`src/rtl/core/prq_pkg.sv`:
```
// Package for the policy request queue: codes, payload and entry types,
// and the command/status structs between controller and datapath.
// No dependencies.
`default_nettype none

package prq_pkg;

  // Function codes of an input item
  localparam logic FN_PUSH = 1'b0;
  localparam logic FN_POP  = 1'b1;

  // Ordering policies
  localparam logic [1:0] POL_FIFO = 2'd0;
  localparam logic [1:0] POL_SFNF = 2'd1;
  localparam logic [1:0] POL_SFF  = 2'd2;

  // Result status codes
  localparam logic [1:0] ST_OK    = 2'd0;
  localparam logic [1:0] ST_FULL  = 2'd1;
  localparam logic [1:0] ST_EMPTY = 2'd2;

  // Configuration register indexes
  localparam logic CFG_POLICY   = 1'b0;
  localparam logic CFG_CAPACITY = 1'b1;

  localparam int unsigned CfgDataW = 5;

  typedef struct packed {
    logic        func;
    logic [15:0] request_tag;
    logic [12:0] name_length;
    logic [31:0] file_size;
  } item_t;

  typedef struct packed {
    logic [15:0] request_tag;
    logic [12:0] name_length;
    logic [31:0] file_size;
  } entry_t;

  typedef struct packed {
    logic [1:0]  status;
    logic [15:0] popped_tag;
    logic [4:0]  occupancy;
  } result_t;

  // Controller to datapath
  typedef struct packed {
    logic latch;
    logic decide;
    logic append;
    logic scan_start;
    logic scan_step;
    logic tail;
    logic pop_read;
    logic pop_take;
    logic rsp_load;
  } cmd_t;

  // Datapath to controller
  typedef struct packed {
    logic is_push;
    logic full;
    logic empty;
    logic sorted;
    logic scan_last;
    logic rsp_busy;
  } sts_t;

endpackage

`default_nettype wire

```
`src/rtl/core/prq_if.sv`:
```
// Valid/ready channel interfaces for the request and result sides of the
// policy request queue. No dependencies.
`default_nettype none

interface prq_req_if;
  logic        valid;
  logic        ready;
  logic        func;
  logic [15:0] request_tag;
  logic [12:0] name_length;
  logic [31:0] file_size;

  modport source (output valid, func, request_tag, name_length, file_size, input ready);
  modport sink   (input valid, func, request_tag, name_length, file_size, output ready);
endinterface

interface prq_rsp_if;
  logic        valid;
  logic        ready;
  logic [1:0]  status;
  logic [15:0] popped_tag;
  logic [4:0]  occupancy;

  modport source (output valid, status, popped_tag, occupancy, input ready);
  modport sink   (input valid, status, popped_tag, occupancy, output ready);
endinterface

`default_nettype wire

```
`src/rtl/core/prq_ctrl.sv`:
```
// Controller of the policy request queue: sequences decide, scan, tail
// write, pop and result load. Depends on prq_pkg.
`default_nettype none

module prq_ctrl
  import prq_pkg::*;
(
  input  wire  clk_i,
  input  wire  rst_ni,
  input  wire  req_valid_i,
  output logic req_ready_o,
  input  sts_t sts_i,
  output cmd_t cmd_o
);

  localparam logic [2:0] S_IDLE   = 3'd0;
  localparam logic [2:0] S_DECIDE = 3'd1;
  localparam logic [2:0] S_POP    = 3'd2;
  localparam logic [2:0] S_SCAN   = 3'd3;
  localparam logic [2:0] S_TAIL   = 3'd4;
  localparam logic [2:0] S_DONE   = 3'd5;

  logic [2:0] state_q, state_d;

  // Next state and commands
  always_comb begin
    state_d     = state_q;
    cmd_o       = '0;
    req_ready_o = 1'b0;
    case (state_q)
      S_IDLE: begin
        req_ready_o = 1'b1;
        if (req_valid_i) begin
          cmd_o.latch = 1'b1;
          state_d     = S_DECIDE;
        end
      end
      S_DECIDE: begin
        cmd_o.decide = 1'b1;
        if (sts_i.is_push) begin
          if (sts_i.full) begin
            state_d = S_DONE;
          end else if (sts_i.sorted) begin
            cmd_o.scan_start = 1'b1;
            state_d          = S_SCAN;
          end else begin
            cmd_o.append = 1'b1;
            state_d      = S_DONE;
          end
        end else if (sts_i.empty) begin
          state_d = S_DONE;
        end else begin
          cmd_o.pop_read = 1'b1;
          state_d        = S_POP;
        end
      end
      S_POP: begin
        cmd_o.pop_take = 1'b1;
        state_d        = S_DONE;
      end
      S_SCAN: begin
        cmd_o.scan_step = 1'b1;
        if (sts_i.scan_last) begin
          state_d = S_TAIL;
        end
      end
      S_TAIL: begin
        cmd_o.tail = 1'b1;
        state_d    = S_DONE;
      end
      S_DONE: begin
        if (!sts_i.rsp_busy) begin
          cmd_o.rsp_load = 1'b1;
          state_d        = S_IDLE;
        end
      end
      default: begin
        state_d = S_IDLE;
      end
    endcase
  end

  // State register
  always_ff @(posedge clk_i or negedge rst_ni) begin
    if (!rst_ni) begin
      state_q <= S_IDLE;
    end else begin
      state_q <= state_d;
    end
  end

endmodule

`default_nettype wire

```
`src/rtl/core/prq_datapath.sv`:
```
// Datapath of the policy request queue: configuration registers, circular
// entry memory, ordered-insert scan with carry, and the result register.
// Depends on prq_pkg.
`default_nettype none

module prq_datapath
  import prq_pkg::*;
#(
  parameter int unsigned DEPTH = 16
) (
  input  wire                  clk_i,
  input  wire                  rst_ni,
  input  wire                  cfg_we_i,
  input  wire                  cfg_idx_i,
  input  wire [CfgDataW-1:0]   cfg_data_i,
  input  item_t                item_i,
  input  cmd_t                 cmd_i,
  output sts_t                 sts_o,
  input  wire                  rsp_ready_i,
  output logic                 rsp_valid_o,
  output result_t              rsp_o
);

  localparam int unsigned AddrW = $clog2(DEPTH);
  localparam int unsigned CntW  = $clog2(DEPTH + 1);

  logic [1:0]       pol_q;
  logic [4:0]       cap_q;
  item_t            item_q;
  logic [CntW-1:0]  cnt_q;
  logic [AddrW-1:0] head_q;
  logic [CntW-1:0]  rd_idx_q;
  logic [CntW-1:0]  wr_idx_q;
  logic             found_q;
  entry_t           carry_q;
  entry_t           rd_data_q;
  logic [1:0]       status_q;
  logic [15:0]      tag_q;
  result_t          rsp_q;
  logic             rsp_valid_q;

  entry_t           mem [DEPTH];

  entry_t           new_entry;
  logic             less;
  logic             more;
  logic             full;
  logic             empty;
  logic             wr_en;
  logic [AddrW-1:0] wr_addr;
  entry_t           wr_data;
  logic             rd_en;
  logic [AddrW-1:0] rd_addr;

  // Logical slot to memory address, wrapping around the head
  function automatic logic [AddrW-1:0] phys(input logic [AddrW-1:0] head,
                                            input logic [CntW-1:0]  idx);
    logic [AddrW:0] sum;
    sum = {1'b0, head} + (AddrW + 1)'(idx);
    if (sum >= (AddrW + 1)'(DEPTH)) begin
      sum = sum - (AddrW + 1)'(DEPTH);
    end
    return sum[AddrW-1:0];
  endfunction

  function automatic logic [31:0] key_of(input entry_t e, input logic [1:0] pol);
    return (pol == POL_SFNF) ? 32'(e.name_length) : e.file_size;
  endfunction

  assign new_entry = '{request_tag: item_q.request_tag,
                       name_length: item_q.name_length,
                       file_size:   item_q.file_size};
  assign less  = key_of(new_entry, pol_q) < key_of(rd_data_q, pol_q);
  assign more  = rd_idx_q < cnt_q;
  assign full  = (32'(cnt_q) >= 32'(cap_q)) || (32'(cnt_q) >= 32'(DEPTH));
  assign empty = (cnt_q == '0);

  // Status toward the controller
  always_comb begin
    sts_o           = '0;
    sts_o.is_push   = (item_q.func == FN_PUSH);
    sts_o.full      = full;
    sts_o.empty     = empty;
    sts_o.sorted    = ((pol_q == POL_SFNF) || (pol_q == POL_SFF)) && !empty;
    sts_o.scan_last = (wr_idx_q == (cnt_q - CntW'(1)));
    sts_o.rsp_busy  = rsp_valid_q && !rsp_ready_i;
  end

  // Memory port selection
  always_comb begin
    wr_en   = 1'b0;
    wr_addr = phys(head_q, cnt_q);
    wr_data = new_entry;
    rd_en   = 1'b0;
    rd_addr = head_q;
    if (cmd_i.append) begin
      wr_en = 1'b1;
    end
    if (cmd_i.tail) begin
      wr_en   = 1'b1;
      wr_data = found_q ? carry_q : new_entry;
    end
    if (cmd_i.scan_step) begin
      wr_addr = phys(head_q, wr_idx_q);
      if (found_q) begin
        wr_en   = 1'b1;
        wr_data = carry_q;
      end else if (less) begin
        wr_en = 1'b1;
      end
      rd_en   = more;
      rd_addr = phys(head_q, rd_idx_q);
    end
    if (cmd_i.pop_read || cmd_i.scan_start) begin
      rd_en = 1'b1;
    end
  end

  // Entry memory with registered read
  always_ff @(posedge clk_i) begin
    if (wr_en) begin
      mem[wr_addr] <= wr_data;
    end
    if (rd_en) begin
      rd_data_q <= mem[rd_addr];
    end
  end

  // Payload registers: latched item, scan carry and result
  always_ff @(posedge clk_i) begin
    if (cmd_i.latch) begin
      item_q <= item_i;
    end
    if (cmd_i.scan_step && (found_q || less)) begin
      carry_q <= rd_data_q;
    end
    if (cmd_i.rsp_load) begin
      rsp_q <= '{status: status_q, popped_tag: tag_q, occupancy: 5'(cnt_q)};
    end
  end

  // Control and queue state
  always_ff @(posedge clk_i or negedge rst_ni) begin
    if (!rst_ni) begin
      pol_q       <= POL_FIFO;
      cap_q       <= 5'd16;
      cnt_q       <= '0;
      head_q      <= '0;
      rd_idx_q    <= '0;
      wr_idx_q    <= '0;
      found_q     <= 1'b0;
      status_q    <= ST_OK;
      tag_q       <= '0;
      rsp_valid_q <= 1'b0;
    end else begin
      if (cfg_we_i) begin
        if (cfg_idx_i == CFG_POLICY) begin
          pol_q <= cfg_data_i[1:0];
        end else begin
          cap_q <= cfg_data_i[4:0];
        end
      end
      if (cmd_i.decide) begin
        tag_q <= '0;
        if (item_q.func == FN_PUSH) begin
          status_q <= full ? ST_FULL : ST_OK;
        end else begin
          status_q <= empty ? ST_EMPTY : ST_OK;
        end
      end
      if (cmd_i.append || cmd_i.tail) begin
        cnt_q <= cnt_q + CntW'(1);
      end
      if (cmd_i.pop_take) begin
        tag_q  <= rd_data_q.request_tag;
        head_q <= phys(head_q, CntW'(1));
        cnt_q  <= cnt_q - CntW'(1);
      end
      if (cmd_i.scan_start) begin
        rd_idx_q <= CntW'(1);
        wr_idx_q <= '0;
        found_q  <= 1'b0;
      end
      if (cmd_i.scan_step) begin
        if (more) begin
          rd_idx_q <= rd_idx_q + CntW'(1);
        end
        wr_idx_q <= wr_idx_q + CntW'(1);
        if (less) begin
          found_q <= 1'b1;
        end
      end
      // Hold the result until its transfer
      if (cmd_i.rsp_load) begin
        rsp_valid_q <= 1'b1;
      end else if (rsp_ready_i) begin
        rsp_valid_q <= 1'b0;
      end
    end
  end

  assign rsp_valid_o = rsp_valid_q;
  assign rsp_o       = rsp_q;

endmodule

`default_nettype wire

```
`src/rtl/core/policy_request_queue.sv`:
```
// Policy request queue: bounded queue with FIFO, shortest-name-first and
// smallest-file-first insertion. Top level; depends on prq_pkg, prq_if,
// prq_ctrl and prq_datapath.
//
// Usage:
//   req_i carries one item (push or pop) per transfer; rsp_o returns one
//   result per item (status, popped tag, occupancy) in item order.
//   The block handles one item at a time. A rejected push, an empty pop or a
//   push under arrival order goes straight to the result; a pop reads the
//   head entry and then takes it; a push under a sorting policy with entries
//   held scans forward through the single-read-port entry memory (one entry
//   per cycle, shifting later entries by one through a carry register) and
//   writes the tail. The next request is taken only back in idle.
//   Configuration writes (cfg_we_i, cfg_idx_i, cfg_data_i) are to go in only
//   while the block is idle; the block does not enforce this. Index 0 is
//   the policy, index 1 the capacity.
//   Reset empties the queue, sets policy to arrival order and capacity to 16.
//   The result register holds while rsp_o.ready is low; a new request is
//   still taken, and its result waits for the held one to transfer.
`default_nettype none

module policy_request_queue
  import prq_pkg::*;
#(
  parameter int unsigned DEPTH = 16
) (
  input  wire                clk_i,
  input  wire                rst_ni,
  input  wire                cfg_we_i,
  input  wire                cfg_idx_i,
  input  wire [CfgDataW-1:0] cfg_data_i,
  prq_req_if.sink            req_i,
  prq_rsp_if.source          rsp_o
);

  item_t   item;
  cmd_t    cmd;
  sts_t    sts;
  result_t rsp_data;
  logic    rsp_valid;
  logic    req_ready;

  // Gather the request payload
  assign item = '{func:        req_i.func,
                  request_tag: req_i.request_tag,
                  name_length: req_i.name_length,
                  file_size:   req_i.file_size};

  prq_ctrl u_ctrl (
    .clk_i       (clk_i),
    .rst_ni      (rst_ni),
    .req_valid_i (req_i.valid),
    .req_ready_o (req_ready),
    .sts_i       (sts),
    .cmd_o       (cmd)
  );

  prq_datapath #(
    .DEPTH (DEPTH)
  ) u_datapath (
    .clk_i       (clk_i),
    .rst_ni      (rst_ni),
    .cfg_we_i    (cfg_we_i),
    .cfg_idx_i   (cfg_idx_i),
    .cfg_data_i  (cfg_data_i),
    .item_i      (item),
    .cmd_i       (cmd),
    .sts_o       (sts),
    .rsp_ready_i (rsp_o.ready),
    .rsp_valid_o (rsp_valid),
    .rsp_o       (rsp_data)
  );

  assign req_i.ready      = req_ready;
  assign rsp_o.valid      = rsp_valid;
  assign rsp_o.status     = rsp_data.status;
  assign rsp_o.popped_tag = rsp_data.popped_tag;
  assign rsp_o.occupancy  = rsp_data.occupancy;

  // At most one memory or sequencing action per cycle
  assert property (@(posedge clk_i) disable iff (!rst_ni)
    $onehot0({cmd.latch, cmd.append, cmd.scan_start, cmd.scan_step, cmd.tail,
              cmd.pop_read, cmd.pop_take, cmd.rsp_load}))
    else $error("prq: conflicting commands");

  // A loaded result is offered in the next cycle
  assert property (@(posedge clk_i) disable iff (!rst_ni)
    cmd.rsp_load |=> rsp_o.valid)
    else $error("prq: loaded result not offered");

  // No new request is taken while one is in work
  assert property (@(posedge clk_i) disable iff (!rst_ni)
    (req_i.valid && req_i.ready) |=> !req_i.ready)
    else $error("prq: request taken while busy");

  // Hold a stalled result until its transfer
  assert property (@(posedge clk_i) disable iff (!rst_ni)
    (rsp_o.valid && !rsp_o.ready) |=> (rsp_o.valid && $stable(rsp_data)))
    else $error("prq: stalled result changed");

endmodule

`default_nettype wire
```
`src/flat_wrapper.sv`:
```
// flat-port wrapper written by rule: the top's interface ports become plain ports
module policy_request_queue_flat import prq_pkg::*;
#(
  parameter int unsigned DEPTH = 16
)
  (clk_i, rst_ni, cfg_we_i, cfg_idx_i, cfg_data_i, req_i_valid, req_i_func, req_i_request_tag, req_i_name_length, req_i_file_size, req_i_ready, rsp_o_valid, rsp_o_status, rsp_o_popped_tag, rsp_o_occupancy, rsp_o_ready);
  prq_req_if req_i_i ();
  prq_rsp_if rsp_o_i ();
  input  wire clk_i;
  input  wire rst_ni;
  input  wire cfg_we_i;
  input  wire cfg_idx_i;
  input  wire [CfgDataW-1:0] cfg_data_i;
  input wire logic [$bits(req_i_i.valid)-1:0] req_i_valid;
  input wire logic [$bits(req_i_i.func)-1:0] req_i_func;
  input wire logic [$bits(req_i_i.request_tag)-1:0] req_i_request_tag;
  input wire logic [$bits(req_i_i.name_length)-1:0] req_i_name_length;
  input wire logic [$bits(req_i_i.file_size)-1:0] req_i_file_size;
  output wire logic [$bits(req_i_i.ready)-1:0] req_i_ready;
  output wire logic [$bits(rsp_o_i.valid)-1:0] rsp_o_valid;
  output wire logic [$bits(rsp_o_i.status)-1:0] rsp_o_status;
  output wire logic [$bits(rsp_o_i.popped_tag)-1:0] rsp_o_popped_tag;
  output wire logic [$bits(rsp_o_i.occupancy)-1:0] rsp_o_occupancy;
  input wire logic [$bits(rsp_o_i.ready)-1:0] rsp_o_ready;
  assign req_i_i.valid = req_i_valid;
  assign req_i_i.func = req_i_func;
  assign req_i_i.request_tag = req_i_request_tag;
  assign req_i_i.name_length = req_i_name_length;
  assign req_i_i.file_size = req_i_file_size;
  assign req_i_ready = req_i_i.ready;
  assign rsp_o_valid = rsp_o_i.valid;
  assign rsp_o_status = rsp_o_i.status;
  assign rsp_o_popped_tag = rsp_o_i.popped_tag;
  assign rsp_o_occupancy = rsp_o_i.occupancy;
  assign rsp_o_i.ready = rsp_o_ready;
  policy_request_queue #(.DEPTH(DEPTH)) u_core (.clk_i(clk_i), .rst_ni(rst_ni), .cfg_we_i(cfg_we_i), .cfg_idx_i(cfg_idx_i), .cfg_data_i(cfg_data_i), .req_i(req_i_i), .rsp_o(rsp_o_i));
endmodule
```
`config.mk`:
```
export PLATFORM = sky130hd
export DESIGN_NAME = policy_request_queue_flat
export DESIGN_NICKNAME = d
export VERILOG_FILES = /design/src/rtl/core/prq_pkg.sv /design/src/rtl/core/prq_if.sv /design/src/rtl/core/prq_ctrl.sv /design/src/rtl/core/prq_datapath.sv /design/src/rtl/core/policy_request_queue.sv /design/src/flat_wrapper.sv
export SDC_FILE = /design/constraint.sdc
export NUM_CORES = 1
export LEC_CHECK = 0
export BUFFER_PORTS_ARGS = -buffer_cell sky130_fd_sc_hd__buf_2
export CAP_MARGIN = 20
export CORE_AREA = 2 2 452 275
export DETAILED_ROUTE_END_ITERATION = 7
export DIE_AREA = 0 0 454 277
export GPL_TIMING_DRIVEN = 0
export SLEW_MARGIN = 20
export SYNTH_ARGS = -nofsm -noshare
export SYNTH_HDL_FRONTEND = slang
export SYNTH_SLANG_ARGS = --single-unit
```
`constraint.sdc`:
```
create_clock -name clk_i -period 24.3 [get_ports clk_i]
set_input_delay 4.86 -clock clk_i [delete_from_list [all_inputs] [get_ports clk_i]]
set_output_delay 4.86 -clock clk_i [all_outputs]
set_load 0.02 [all_outputs]
```
### After elaboration in Yosys (flattened, before gate mapping)

Memories as Yosys holds them, arrays and structs flattened. A register that Yosys moved wholly into a read port is not among the register bits.
Index checks and enable logic that the tools add are counted.

| word-level totals | value |
|---|---|
| memory bits (writable) | 976 |
| flip-flop bits (word level) | 195 |
| output and inout port bits | 25 |
| logic and storage cells | 136 |
| memories | 1 |
| input bits | 73 |

Memories:

| memory | words | bits a word | rd ports | clocked after memory_dff | wr ports | line | RTL |
|---|---|---|---|---|---|---|---|
| u_core.u_datapath.mem | 16 | 61 | 1 | 1 | 1 | prq_datapath.sv:42 | `entry_t mem [DEPTH];` |

| operators by class | value |
|---|---|
| add/subtract/negate cells | 12 |
| reductions and logical operators | 20 |
| eq/ne operators | 11 |
| magnitude comparators | 8 |
| mux-type cells | 62 |
| bitwise operators | 1 |

Operator list:

| cell | number |
|---|---|
| $mux W61 | 4 |
| $mux W32 | 2 |
| $mux W5 | 7 |
| $lt A32 B32 Y1 | 1 |
| $mux W16 | 2 |
| $mux W1 | 28 |
| $ge A5 B5 Y1 const B | 5 |
| $mux W3 | 8 |
| $mux W4 | 6 |
| $sub A4 B1 Y4 const B | 4 |
| $add A4 B5 Y5 | 3 |
| $add A5 B1 Y5 const B | 3 |
| $pmux W3 S5 | 1 |
| $mux W2 | 4 |
| $reduce_bool A2 Y1 | 4 |
| $eq A3 B2 Y1 const B | 2 |
| $eq A3 B3 Y1 const B | 2 |
| $add A4 B1 Y5 const B | 1 |
| $eq A5 B5 Y1 | 1 |
| $ge A5 B5 Y1 | 1 |
| $logic_not A5 Y1 | 1 |
| $logic_or A1 B1 Y1 | 5 |
| $lt A5 B5 Y1 | 1 |
| $sub A5 B1 Y5 const B | 1 |
| other kinds (12) | 17 |

### Longest topological paths before layout

| logic depth | value |
|---|---|
| depth in word-level cells | 14 |
| depth in mapped cells | 13 |
| mapped depth without buffers | 10 |

### Hierarchy

From an unflattened synthesis, not the netlist that was laid out.

| second synthesis, totals | value |
|---|---|
| cells, all modules | 2,208 |
| area, all modules | 48,271.3 µm² |

Modules (own cells, without submodules):

| module | instances | cells each | area an instance (µm²) | seq. area each (µm²) |
|---|---|---|---|---|
| prq_datapath | 1 | 2,177 | 47,996.0 | 36,676.4 |
| prq_ctrl | 1 | 31 | 275.3 | 75.1 |

### Least setup slack after synthesis

Ideal clock, no wire load.

| timing | value |
|---|---|
| kind | reg2reg |
| start point | reg u_core.u_datapath.pol_q[1] |
| end point | mem u_core.u_datapath.mem[2][0] (netlist name), enable pin |
| path buffers | 2 |
| path slack | 14,019 ps |
| stages on the path, launching flop included | 13 |
| data arrival time | 9,613 ps |
| period minus slack after synthesis | 10,281 ps |
| library setup time | 668 ps |
| cells stage by stage | dfrtp_1 -> inv_1 -> ha_1 -> clkbuf_1 -> buf_1 -> mux2_2 -> ha_1 -> a21o_1 -> nand3_1 -> a21oi_1 -> o31a_1 -> o41a_1 -> a2111oi_1 |

| on the way | value |
|---|---|
| longest elaborated chain between the ends | 14 |
| elaborated cells between the ends (all ways) | 18 |
| classes of those cells | order compare: 1; eq/ne: 2; mux: 13; reduce/logical: 2 |

Ends and longest elaborated chain:

| item | line | RTL |
|---|---|---|
| from (decl) | prq_datapath.sv:27 | `logic [1:0] pol_q;` |
| from (signal assigned) | prq_datapath.sv:158 | `pol_q <= cfg_data_i[1:0];` |
| parallel branches: the longest is 11 deep, another holds $lt A32 B32 Y1 | - |  |
| $mux W1 * | prq_datapath.sv:103 | `if (cmd_i.scan_step) begin` |
| $mux W1 * | prq_datapath.sv:121 | `if (wr_en) begin` |
| $mux W1 (not written as such) * | prq_datapath.sv:122 | `mem[wr_addr] <= wr_data;` |
| to (decl) | prq_datapath.sv:42 |  |

Mark *: on every way between the ends.

### Worst setup path in the final report

| timing | value |
|---|---|
| start point | reg u_core.u_datapath.pol_q[1] |
| end point | mem u_core.u_datapath.mem[15][11] (netlist name), enable pin |

Same word-level chain as after synthesis.

==> flow_summary.toml <==
[routing]
ant_nets = 0
dr.pass1.iters = 7
drtIter0Drc = 4454
drt_wl_total_um = 133000
via_per_inst = 5.81
wire_per_inst_um = 28.5
routed-via-count = 27026
drc = 0

[synth]
synth_seq_area_share_pct = 76.1
avgSynthCellArea_um2 = 19.2
synth_top_area_cell = "edfxtp_1"
yosysWarnings = 0
synthTopCellsByArea = "edfxtp_1 74%, mux2_2 8.8%, a222oi_1 5.0%"
synthDistinctLibCells = 66
synth_edf_count = 1183
ys_ff_latch = 1232
yosys_most_used_dff = "edfxtp_1"
netlist.area_leader.share_pct = 73.6
ys_async_sr_fraction_pct = 3.98
postSynthCellCount = 2520
synth_area_mm2 = 0.0483
synth_fp_nets = 2648

[place]
port_buffers = 97
globalplace.congestion = 0.838
placedCellCount = 4440
dp_hpwl_um = 94400
dp_slack_ns = 16.62

[setup_path]
crit_arrival_ns = 7.75
reg2reg_depth = 18
worstSetupStartpointType = "flip-flop"
path_max_fanout = 10
critPathCaptureType = "flip-flop"
cp.required_ns = 24.77
regToRegSetupSlack_ns = 17.02
path_class = "flip-flop to flip-flop"
timing.rr.start = "u_core.u_datapath.pol_q[1]"
reg2reg_to = "u_core.u_datapath.mem[15][11]"

[clock_tree]
clk_latency_ns = 0.74
cts_tree = "yes"
cts_resized = 0
clock_path_buffers = 3
numClockSinks = 1232
root_buffer = "clkbuf_16"
htreeDepth = 3
cts_setup_buffers = 0
clkSlewWorstSetupHoldPaths_ns = 0.06
cts_made_buffers = 111
cts_hold_buffers = 0

[timing]
rsz0062_at_grt = "no"
period_share_pct = 30.0
worst_pin_slew_ns = 1.13
slew_violations = 0
slew_headroom_pct = 24.7
setup_tns_ns = 0
max_freq_mhz = 137
layout_setup_ws_ns = 17.02
setup_violations = 0
fin_crit_ns = 7.28
fin_skew_ns = 0.0516
finalHoldViolations = 0

[power_and_ir_drop]
p_leak_nw = 19.5
peakVddDrop_mv = 0.0788
cellPowerDensity_mw_per_mm2 = 134

[die]
die_area_mm2 = 0.126
die-width_um = 454
rows = 100
io_pins = 98
die_y_um = 277
initial_core_util_pct = 39.5
core_area_mm2 = 0.122

[grt]
grt_pass1_vias = 26859
grt_pass1_wl_um = 189000
grt_max_degree = 50
antenna_found_initial = 1
grt_overflow = 0
track_usage_pct = 20.7

[run_status]
outcome = "finished clean"

[layout]
final_cells = 4651
syn_to_final_growth_pct = 16.7
drive_gt1_share_pct = 30.0
final_nets = 3050

[hold_path]
hold_class = "flip-flop to flip-flop"
min_to = "u_core.u_datapath.carry_q[50]"
min_path_cells = 0
worstHoldStart = "u_core.u_datapath.rd_data_q[50]"

[job]
maxCapViolCount = 0
==> kinds of logic (layout without fill, tap and decap cells) <==
family	count (synthesis)	in the layout	share of synthesized area, %
AO/OA/AOI/OAI	351	351	6.65
XOR/XNOR	22	22	0.399
adder cells (fa/ha/maj)	55	55	1.46
buffers and inverters	172	669	1.48
flip-flops	1232	1232	76.1
multiplexers	532	532	12.0
other	0	2	0
AND/OR/NAND/NOR	156	156	1.83
==> final cells by class <==
class                      instances  area (um2)
inverter                          16        62.6
clock inverter                    70         758
fill                           10224       65900
sequential                      1232       36800
buffer                           156         657
tap                             1632        2040
clock buffer                     138        2950
timing repair buffer             289        2080
multi-input combinational       1116       11000
antenna                            2        5.00
==> how the worst max path moves through the flow <==
stage                                    start                       endpoint
global placement    u_core.u_datapath.pol_q[1]   u_core.u_datapath.mem[3][10]
global route        u_core.u_datapath.pol_q[1]  u_core.u_datapath.mem[15][11]
floorplan           u_core.u_datapath.pol_q[1]    u_core.u_datapath.mem[2][0]
detailed placement  u_core.u_datapath.pol_q[1]  u_core.u_datapath.mem[15][10]
CTS                 u_core.u_datapath.pol_q[1]  u_core.u_datapath.mem[15][11]
finish              u_core.u_datapath.pol_q[1]  u_core.u_datapath.mem[15][11]
==> synth_stat cells (4+ instances only) <==
cell type     n
edfxtp_1   1183
mux2_2      379
a222oi_1    240
mux2i_1     152
clkbuf_1    106
ha_1         53
dfrtp_1      48
buf_2        30
nand2_1      28
nand2b_1     28
nor2b_1      27
nor2_1       23
o21ai_0      20
a22o_1       18
a21oi_1      17
inv_1        16
a211oi_1     15
buf_1        14
nand4_1      12
xnor2_1      12
xor2_1       10
a21o_1        9
nand3_1       9
a2111oi_1     7
nor3_1        7
buf_4         4
==> report_power, final <==
group          switching [mW]  internal (mW)  total, mW
clock                   0.784           1.01       1.80
sequential              0.159           2.96       3.12
combinational            1.64          0.957       2.60
==> flip-flops by register name (all words and copies together) (netlist names) <==
register and flops:
u_core.u_datapath.carry_q 61, u_core.u_datapath.cnt_q 5, u_core.u_datapath.cap_q 5, u_core.u_datapath.head_q 4, u_core.u_datapath.rsp_o 23, u_core.u_datapath.wr_idx_q 5
u_core.u_datapath.status_q 2, u_core.u_datapath.rd_data_q 61, u_core.u_datapath.rsp_valid_o 1, u_core.u_datapath.tag_q 16, u_core.u_datapath.pol_q 2, u_core.u_datapath.mem 976
u_core.u_datapath.item_q 62, u_core.u_ctrl.state_q 3, u_core.u_datapath.rd_idx_q 5, u_core.u_datapath.found_q 1
==> stage by stage <==
step,hold WS (ns),power (mW),cell area [um2],util (%)
2_1_floorplan,0.425,4.68,48300,-
3_3_place_gp,0.431,5.60,50800,41.5
3_5_place_dp,0.437,5.73,52600,43.0
4_1_cts,0.454,7.52,56300,46.0
5_1_grt,0.462,7.81,56300,46.1
6_report,0.452,7.52,56300,46.1
==> cell usage in the layout (no fill, tap or decap), types with 3 or more instances in the layout <==
cell,synthesis,layout
a2111oi_2,1,8
a211oi_1,15,7
a211oi_4,0,8
a21o_1,9,9
a21oi_1,17,16
a222oi_1,240,240
a22o_1,18,18
buf_1,14,12
buf_12,0,4
buf_16,0,3
buf_2,30,224
buf_4,4,32
buf_6,2,45
buf_8,0,17
bufinv_16,0,14
clkbuf_1,106,127
clkbuf_16,0,113
clkbuf_2,0,3
clkbuf_8,0,3
clkinv_1,0,21
clkinv_2,0,24
dfrtp_1,48,48
edfxtp_1,1183,1183
ha_1,53,53
inv_1,16,15
inv_6,0,4
mux2_2,379,379
mux2i_1,152,152
nand2_1,28,28
nand2b_1,28,28
nand3_1,9,9
nand4_1,12,12
nor2_1,23,22
nor2b_1,27,27
nor3_1,7,7
o21a_1,3,3
o21ai_0,20,20
xnor2_1,12,11
xor2_1,10,9
==> critical path, stage by stage, from the launching register on <==
cell and delay, ns:
dfrtp_1 0.36, inv_1 0.07, ha_1 0.23, clkbuf_1 0.77
clkbuf_1 0.79, nor2b_1 0.11, ha_1 0.35, and4_1 0.30
nand4_1 0.28, nor3_1 0.92, o31a_1 0.44, o41a_1 0.63
clkbuf_2 0.58, a2111oi_4 0.19, buf_4 0.24, buf_4 0.20
buf_6 0.16, buf_6 0.16, buf_6 0.15
==> metal layers <==
metal | track usage, % | wire [um]
met3 | 4.79 | 13600
met2 | 29.8 | 57100
met4 | 5.18 | 2870
met5 | 0 | 0
met1 | 31.5 | 59000
(Power assumes the default switching activity.)
